### src/rtl/smx_pkg.sv
// ----------------------------------------------------------------------------
// smx_pkg
// Shared types and constants for the splitmix64 random source: mixing
// constants, request modes and the control/status bundles between the
// sequencer and the datapath.
// ----------------------------------------------------------------------------
package smx_pkg;

   localparam logic [63:0] GOLDEN_STEP  = 64'h9E37_79B9_7F4A_7C15;
   localparam logic [63:0] MIX_MUL_A    = 64'hBF58_476D_1CE4_E5B9;
   localparam logic [63:0] MIX_MUL_B    = 64'h94D0_49BB_1331_11EB;
   localparam logic [63:0] FRACTION_ONE = 64'h0020_0000_0000_0000;

   localparam int unsigned REQ_DATA_W = 136;
   localparam int unsigned RSP_DATA_W = 72;

   // request modes
   localparam logic [1:0] OP_RAW       = 2'd0;
   localparam logic [1:0] OP_UNIFORM   = 2'd1;
   localparam logic [1:0] OP_INDEX     = 2'd2;
   localparam logic [1:0] OP_BERNOULLI = 2'd3;

   // last step of one 64 by 64 product: four partial products plus a drain
   localparam logic [2:0] MUL_LAST_STEP = 3'd4;

   typedef struct packed {
      logic       load;      // request transfer, latch operands
      logic       mul_run;   // one step of the partial product sequence
      logic [2:0] step;      // partial product step
      logic       prep2;     // second mixing round operands
      logic       prep3;     // final xor-shift, index product operands
      logic       out_load;  // load the result register
   } ctl_cmd_type;

   typedef struct packed {
      logic req_error;  // request on the input bus would be refused
      logic is_index;   // latched request is an index draw
   } dp_status_type;

endpackage

### src/rtl/smx_ctrl.sv
// ----------------------------------------------------------------------------
// smx_ctrl
// Sequencer for the splitmix64 random source. Steps the shared multiplier
// through the two mixing rounds and the optional index product, and owns
// the handshake of both streams.
// ----------------------------------------------------------------------------
module smx_ctrl (
   input  logic                   clock,
   input  logic                   reset,
   input  logic                   req_tvalid,
   output logic                   req_tready,
   output logic                   rsp_tvalid,
   input  logic                   rsp_tready,
   input  smx_pkg::dp_status_type status,
   output smx_pkg::ctl_cmd_type   cmd
);

   localparam logic [2:0] S_IDLE  = 3'd0;
   localparam logic [2:0] S_MIX1  = 3'd1;
   localparam logic [2:0] S_PREP2 = 3'd2;
   localparam logic [2:0] S_MIX2  = 3'd3;
   localparam logic [2:0] S_PREP3 = 3'd4;
   localparam logic [2:0] S_MUL3  = 3'd5;
   localparam logic [2:0] S_OUT   = 3'd6;

   logic [2:0] state_ff, state_in;
   logic [2:0] step_ff, step_in;
   logic       rsp_valid_ff, rsp_valid_in;
   logic       slot_free;

   assign slot_free = !rsp_valid_ff || rsp_tready;

   always_comb begin
      state_in     = state_ff;
      step_in      = step_ff;
      cmd          = '0;
      cmd.step     = step_ff;
      case (state_ff)
         S_IDLE: begin
            step_in = 3'd0;
            if (req_tvalid) begin
               cmd.load = 1'b1;
               state_in = status.req_error ? S_OUT : S_MIX1;
            end
         end
         S_MIX1, S_MIX2, S_MUL3: begin
            cmd.mul_run = 1'b1;
            if (step_ff == smx_pkg::MUL_LAST_STEP) begin
               step_in = 3'd0;
               case (state_ff)
                  S_MIX1:  state_in = S_PREP2;
                  S_MIX2:  state_in = S_PREP3;
                  default: state_in = S_OUT;
               endcase
            end else begin
               step_in = step_ff + 3'd1;
            end
         end
         S_PREP2: begin
            cmd.prep2 = 1'b1;
            state_in  = S_MIX2;
         end
         S_PREP3: begin
            cmd.prep3 = 1'b1;
            state_in  = status.is_index ? S_MUL3 : S_OUT;
         end
         S_OUT: begin
            if (slot_free) begin
               cmd.out_load = 1'b1;
               state_in     = S_IDLE;
            end
         end
         default: begin
            state_in = S_IDLE;
         end
      endcase
   end

   always_comb begin
      if (cmd.out_load) begin
         rsp_valid_in = 1'b1;
      end else if (rsp_tready) begin
         rsp_valid_in = 1'b0;
      end else begin
         rsp_valid_in = rsp_valid_ff;
      end
   end

   always_ff @(posedge clock) begin
      if (reset) begin
         state_ff     <= S_IDLE;
         step_ff      <= 3'd0;
         rsp_valid_ff <= 1'b0;
      end else begin
         state_ff     <= state_in;
         step_ff      <= step_in;
         rsp_valid_ff <= rsp_valid_in;
      end
   end

   assign req_tready = (state_ff == S_IDLE);
   assign rsp_tvalid = rsp_valid_ff;

   // a refused request skips all arithmetic
   a_err_skips: assert property (@(posedge clock) disable iff (reset)
      (req_tvalid && req_tready && status.req_error) |=> (state_ff == S_OUT))
      else $error("refused request did not go straight to output");

   a_step_range: assert property (@(posedge clock) disable iff (reset)
      step_ff <= smx_pkg::MUL_LAST_STEP)
      else $error("multiplier step out of range");

   // a waiting result must never be overwritten
   a_no_overwrite: assert property (@(posedge clock) disable iff (reset)
      cmd.out_load |-> (!rsp_valid_ff || rsp_tready))
      else $error("result register overwritten while held");

   a_out_valid: assert property (@(posedge clock) disable iff (reset)
      cmd.out_load |=> rsp_valid_ff)
      else $error("loaded result not presented");

endmodule

### src/rtl/smx_dpath.sv
// ----------------------------------------------------------------------------
// smx_dpath
// Datapath of the splitmix64 random source: counter, operand registers, a
// shared 32x32 multiplier with a 128-bit accumulator, and the result
// register.
// ----------------------------------------------------------------------------
module smx_dpath (
   input  logic                                 clock,
   input  logic                                 csr_we,
   input  logic [63:0]                          csr_wdata,
   input  logic                                 reset,
   input  logic [smx_pkg::REQ_DATA_W-1:0]       req_tdata,
   output logic [smx_pkg::RSP_DATA_W-1:0]       rsp_tdata,
   input  smx_pkg::ctl_cmd_type                 cmd,
   output smx_pkg::dp_status_type               status
);

   logic [1:0]   req_op;
   logic [63:0]  req_bound;
   logic [63:0]  req_prob;
   logic         req_error;

   logic [63:0]  counter_ff, counter_in;
   logic [1:0]   op_ff;
   logic [63:0]  bound_ff;
   logic [63:0]  prob_ff;
   logic         err_ff;
   logic [63:0]  mul_a_ff, mul_b_ff;
   logic [63:0]  prod_ff;
   logic [1:0]   pp_sel_ff;
   logic [127:0] acc_ff, acc_in;
   logic [63:0]  word_ff;
   logic [63:0]  value_ff;
   logic         error_ff;

   logic [63:0]  next_count;
   logic [31:0]  mul_x, mul_y;
   logic [63:0]  mul_prod;
   logic [127:0] pp_shift;
   logic [63:0]  round2_z;
   logic [63:0]  mix_word;
   logic [52:0]  u53;
   logic [63:0]  result;

   assign req_op    = req_tdata[1:0];
   assign req_bound = req_tdata[65:2];
   assign req_prob  = req_tdata[129:66];

   assign req_error = ((req_op == smx_pkg::OP_INDEX) && (req_bound == 64'd0)) ||
                      ((req_op == smx_pkg::OP_BERNOULLI) &&
                       (req_prob > smx_pkg::FRACTION_ONE));

   assign status.req_error = req_error;
   assign status.is_index  = (op_ff == smx_pkg::OP_INDEX);

   assign next_count = counter_ff + smx_pkg::GOLDEN_STEP;

   always_comb begin
      if (csr_we) begin
         counter_in = csr_wdata;
      end else if (cmd.load && !req_error) begin
         counter_in = next_count;
      end else begin
         counter_in = counter_ff;
      end
   end

   always_ff @(posedge clock) begin
      if (reset) begin
         counter_ff <= 64'd0;
      end else begin
         counter_ff <= counter_in;
      end
   end

   // partial product order: lo*lo, hi*lo, lo*hi, hi*hi
   always_comb begin
      case (cmd.step[1:0])
         2'd0: begin
            mul_x = mul_a_ff[31:0];
            mul_y = mul_b_ff[31:0];
         end
         2'd1: begin
            mul_x = mul_a_ff[63:32];
            mul_y = mul_b_ff[31:0];
         end
         2'd2: begin
            mul_x = mul_a_ff[31:0];
            mul_y = mul_b_ff[63:32];
         end
         default: begin
            mul_x = mul_a_ff[63:32];
            mul_y = mul_b_ff[63:32];
         end
      endcase
   end

   assign mul_prod = mul_x * mul_y;

   always_comb begin
      case (pp_sel_ff)
         2'd0:    pp_shift = {64'd0, prod_ff};
         2'd1,
         2'd2:    pp_shift = {32'd0, prod_ff, 32'd0};
         default: pp_shift = {prod_ff, 64'd0};
      endcase
   end

   assign round2_z = acc_ff[63:0] ^ (acc_ff[63:0] >> 27);
   assign mix_word = acc_ff[63:0] ^ (acc_ff[63:0] >> 31);
   assign u53      = word_ff[63:11];

   always_comb begin
      acc_in = acc_ff;
      if (cmd.load || cmd.prep2 || cmd.prep3) begin
         acc_in = 128'd0;
      end else if (cmd.mul_run && (cmd.step != 3'd0)) begin
         acc_in = acc_ff + pp_shift;
      end
   end

   always_ff @(posedge clock) begin
      acc_ff <= acc_in;
      if (cmd.load) begin
         op_ff    <= req_op;
         bound_ff <= req_bound;
         prob_ff  <= req_prob;
         err_ff   <= req_error;
         mul_a_ff <= next_count ^ (next_count >> 30);
         mul_b_ff <= smx_pkg::MIX_MUL_A;
      end else if (cmd.prep2) begin
         mul_a_ff <= round2_z;
         mul_b_ff <= smx_pkg::MIX_MUL_B;
      end else if (cmd.prep3) begin
         word_ff  <= mix_word;
         mul_a_ff <= {11'd0, mix_word[63:11]};
         mul_b_ff <= bound_ff;
      end
      if (cmd.mul_run && (cmd.step != smx_pkg::MUL_LAST_STEP)) begin
         prod_ff   <= mul_prod;
         pp_sel_ff <= cmd.step[1:0];
      end
   end

   always_comb begin
      case (op_ff)
         smx_pkg::OP_RAW:     result = word_ff;
         smx_pkg::OP_UNIFORM: result = {11'd0, u53};
         smx_pkg::OP_INDEX:   result = acc_ff[116:53];
         default:             result = {63'd0, ({11'd0, u53} < prob_ff)};
      endcase
   end

   always_ff @(posedge clock) begin
      if (cmd.out_load) begin
         value_ff <= err_ff ? 64'd0 : result;
         error_ff <= err_ff;
      end
   end

   assign rsp_tdata = {7'd0, error_ff, value_ff};

endmodule

### src/rtl/splitmix64_random_source.sv
// ----------------------------------------------------------------------------
// splitmix64_random_source
// Counter-based splitmix64 generator answering raw, uniform, bounded index
// and Bernoulli requests, one request in flight at a time.
// ----------------------------------------------------------------------------
// a request runs the first mixing round, the second mixing round and, for index,
//   the bounded product before its result is loaded; a refused request skips them
// no new request is taken until the previous result is loaded, and each product
//   uses the single 32x32 multiplier for four partial products
// a new request is taken while the previous result waits for its transfer
// reset: synchronous, clears the counter to zero and drops rsp_tvalid
module splitmix64_random_source (
   input  logic         clock,
   input  logic         reset,
   input  logic         csr_we,
   input  logic [63:0]  csr_wdata,   // seed
   input  logic         req_tvalid,
   output logic         req_tready,
   input  logic [135:0] req_tdata,   // op[1:0], bound[65:2], probability[129:66], zero pad
   output logic         rsp_tvalid,
   input  logic         rsp_tready,
   output logic [71:0]  rsp_tdata    // value[63:0], error[64], zero pad
);

   smx_pkg::ctl_cmd_type   cmd;
   smx_pkg::dp_status_type status;

   smx_ctrl u_ctrl (
      .clock      (clock),
      .reset      (reset),
      .req_tvalid (req_tvalid),
      .req_tready (req_tready),
      .rsp_tvalid (rsp_tvalid),
      .rsp_tready (rsp_tready),
      .status     (status),
      .cmd        (cmd)
   );

   smx_dpath u_dpath (
      .clock      (clock),
      .csr_we     (csr_we),
      .csr_wdata  (csr_wdata),
      .reset      (reset),
      .req_tdata  (req_tdata),
      .rsp_tdata  (rsp_tdata),
      .cmd        (cmd),
      .status     (status)
   );

endmodule
### config.mk
export PLATFORM = sky130hd
export DESIGN_NAME = splitmix64_random_source
export DESIGN_NICKNAME = d
export VERILOG_FILES = /design/src/rtl/smx_pkg.sv /design/src/rtl/smx_ctrl.sv /design/src/rtl/smx_dpath.sv /design/src/rtl/splitmix64_random_source.sv
export SDC_FILE = /design/constraint.sdc
export NUM_CORES = 2
export LEC_CHECK = 0
export BUFFER_PORTS_ARGS = -buffer_cell sky130_fd_sc_hd__buf_2
export CORE_MARGIN = 2
export CORE_UTILIZATION = 65
export CTS_CLUSTER_DIAMETER = 60
export DETAILED_ROUTE_END_ITERATION = 10
export PLACE_DENSITY = 0.83
export SYNTH_ARGS = -nofsm -noshare
export SYNTH_HDL_FRONTEND = slang
export SYNTH_SLANG_ARGS = --single-unit
### constraint.sdc
create_clock -name clock -period 18 [get_ports clock]
set_input_delay 0 -clock clock [delete_from_list [all_inputs] [get_ports clock]]
set_output_delay 0 -clock clock [all_outputs]
set_load 0.01 [all_outputs]
==> out/results.txt <==
Status = finished, final reports clean
R2R Setup Slk = 6540 ps
Max Cap Viol = 0
CP arrival = 11890 ps
Placed Cells = 9107
Synth-to-layout area growth = 10.6%
Fillers = 7618
Remaining DRCs = 0
Crit Path Max Fanout = 47
TritonCTS clock tree = done
Yosys warning count = 0
Final #Nets = 9551
Antenna violations before repair = 20
M1 WL = 88500 µm
Tcrit/Tclk final = 63.7%
First-pass GRT wire length = 385000 µm
Ports = 279
Final min period = 11460 ps
Syn Inst Count = 7766
DR iter-0 viols = 7869
Chip Width = 331 µm
RePlAce Congestion = 1.06
Reg-to-Reg Start = u_ctrl.step_ff[0]$_SDFFE_PP0P_
Vias/cell = 6.56
Hold Path Depth = 2
HP Start = req_tdata[87]
Critical path launch point type = flip-flop
GRT overflow = 0
Mapped Area = 69600 µm²
Maximum achievable frequency = 87.2 MHz
Setup_tns = 0 ps
Post-CTS setup repair buffer count = 0
Max Used Layer = met5
Die span in y = 331 µm
Cell with the most instances on the worst path = fa_1
Vias in the first global route = 61800
Slew Viols, Final = 0
Die area = 110000 µm²
Min-Delay Endpoint = u_dpath.prob_ff[21]$_DFFE_PP_
DP Wirelength = 195000 µm
#FFs+latches synth = 642
DRT Pass-1 Iters = 8
Layout Skew = 30.9 ps
Endpoints failing hold = 0
Type of the most critical hold path = in -> reg
Clock transition at path regs = 60 ps
Fin util = 72.2%
Async S/R FF share, synth = 0%
Row cnt = 120
Starting Density = 65.3%
CP Data Required Time = 18430 ps
Crit-path max cell delay = 740 ps
Number of routed nets with antenna violations = 0
Seq/Total Area, Yosys = 24.1%
Wire per inst = 28.0 µm
# clock sinks = 642
Met2 routed WL = 113000 µm
RSZ-0062 raised after global routing = no
Worst R2R Path Depth = 31
Clock Path Buffers = 3
Worst setup path start = u_ctrl.step_ff[0]$_SDFFE_PP0P_
Critical path class = reg -> reg
Vias post-DR = 62300
Crit. End Element = flip-flop
Routed WL = 265000 µm
Syn_area_per_cell = 8.96 µm²
Routed wl met3 = 37900 µm
Final Non-Filler Cells = 9486
Max-Slew Margin vs Limit = 14.4%
H-tree depth = 3
Critical Path Slowest Stage Cell = buf_4
CTS Buf Count = 75
IO buf count = 265
Core box area = 107000 µm²
Clock root buffer = clkbuf_16
Ys flop type = edfxtp_1
Number of library cell types mapped by synthesis = 86
Reg2Reg Capture Point = u_dpath.prod_ff[59]$_DFFE_PP_
Skew-Pair Late Insertion Delay = 670 ps
Largest net degree at the start of global routing = 104
Post-synth EDFFs = 390
Worst Tran Pin Value = 1270 ps
Final setup violation count = 0
Layout cells sized above 1 = 8.17%
GRT Total Usage = 48.3%
## layout make-up
class	count	area (µm²)	area share (%)
clock inverters	41	412	0.535
clock buffers	95	2080	2.70
well taps	1403	1760	2.28
diodes	13	32.5	0.0423
repair buffers	607	4470	5.81
flip-flops and latches	642	16800	21.8
multi-input cells	5708	47800	62.1
inverters	977	3680	4.78
## cell usage in the layout, fill, tap and decap left out, types with 22 or more instances in the layout
master and instances:
inv_1 973, nor2_1 967, nand2_1 955, fa_1 897
a21oi_1 461, ha_1 438, edfxtp_1 390, o21ai_0 265
buf_2 265, dfxtp_1 252, dlygate4sd3_1 230, xnor2_1 229
xor2_1 148, buf_4 112, a21o_1 111, a211oi_1 103
nand3_1 86, nand4_1 85, nor3_1 80, clkbuf_16 78
a22o_1 69, and2_1 66, mux2_2 63, nor2b_1 63
nor4_1 54, nand2b_1 46, o211ai_1 46, mux2i_2 45
o21bai_1 44, a31oi_1 40, mux2i_1 39, and3_1 35
or3_1 29, o21a_1 22
## cell families (layout without fill, tap and decap cells)
family | Yosys count | count (layout) | share of synthesized area, %
AOI/OAI and AO/OA | 1319 | 1319 | 11.9
xor gates and xnor gates | 379 | 379 | 4.80
adders and majority gates | 1335 | 1335 | 33.7
buffers and inverters | 1422 | 1720 | 7.72
DFF | 642 | 642 | 24.1
muxes | 149 | 149 | 2.26
other | 1 | 20 | 0.00539
and+or+nand+nor | 2519 | 2519 | 15.5
## cells in the mapped netlist (85+ instances only)
library cell	n	area share, %
a21oi_1	463	3.3
o21ai_0	265	1.9
nor2_1	971	5.2
fa_1	897	26
clkbuf_1	407	2.2
nand3_1	86	0.62
nand4_1	85	0.76
dfxtp_1	252	7.2
a21o_1	112	1.2
xnor2_1	229	2.9
ha_1	438	7.9
inv_1	974	5.3
edfxtp_1	390	17
mux2i_1	86	1.2
a211oi_1	103	1.1
xor2_1	148	1.9
nand2_1	956	5.2
## critical path, delay by kind of cell (launching register included)
family / cells / cell delay, ps
multiplexers: 1 / 680
flip-flops: 1 / 410
AO/OA/AOI/OAI: 8 / 1990
adder cells (fa/ha/maj): 10 / 4710
XOR/XNOR: 1 / 360
buffers and inverters: 7 / 1620
AND/OR/NAND/NOR: 4 / 1340
## sequential cells by signal (all words and copies together) (netlist names)
register            cells
u_dpath.mul_a_ff       64
u_dpath.word_ff        64
u_dpath.error_ff        1
u_dpath.op_ff           2
u_ctrl.rsp_tvalid       1
u_dpath.value_ff       64
u_dpath.prob_ff        64
u_dpath.pp_sel_ff       2
u_dpath.bound_ff       64
u_dpath.err_ff          1
u_ctrl.state_ff         3
u_ctrl.step_ff          3
u_dpath.counter_ff     64
u_dpath.acc_ff        117
u_dpath.mul_b_ff       64
u_dpath.prod_ff        64
## metal layers
| layer | GRT usage [%] | vias up |
|---|---|---|
| met5 | 0.913 | - |
| met4 | 36.2 | 16 |
| met3 | 18.9 | 1443 |
| met2 | 70.7 | 4837 |
| met1 | 57.4 | 30000 |
| li1 | - | 25900 |
## worst max path at each step
stage / to / slack, ps / cells past startpoint
after global placement: u_dpath.prod_ff[59]$_DFFE_PP_ / 7100 / 31
after global routing: u_dpath.prod_ff[57]$_DFFE_PP_ / 6290 / 31
after CTS: u_dpath.prod_ff[59]$_DFFE_PP_ / 6930 / 31
final: u_dpath.prod_ff[59]$_DFFE_PP_ / 6540 / 31
after floorplan: u_dpath.prod_ff[57]$_DFFE_PP_ / 8410 / 33
after detailed placement: u_dpath.prod_ff[59]$_DFFE_PP_ / 7000 / 31
## repair_timing
action,CTS,global route
hold buffers,230,0
resized for setup,0,0
hold endpoints to repair,200,0
## stage by stage
stage	cell area [µm²]	hold WS [ps]	setup WS [ps]
final	76900	49.7	6540
after global routing	76900	61.8	6290
after CTS	76900	46.1	6930
after detailed placement	72100	192	7000
after global placement	72100	190	7100
after floorplan	69600	98.9	8410
Power is not shown: default switching activity piles up to over one toggle a cycle in this logic, so the estimate is an artifact.
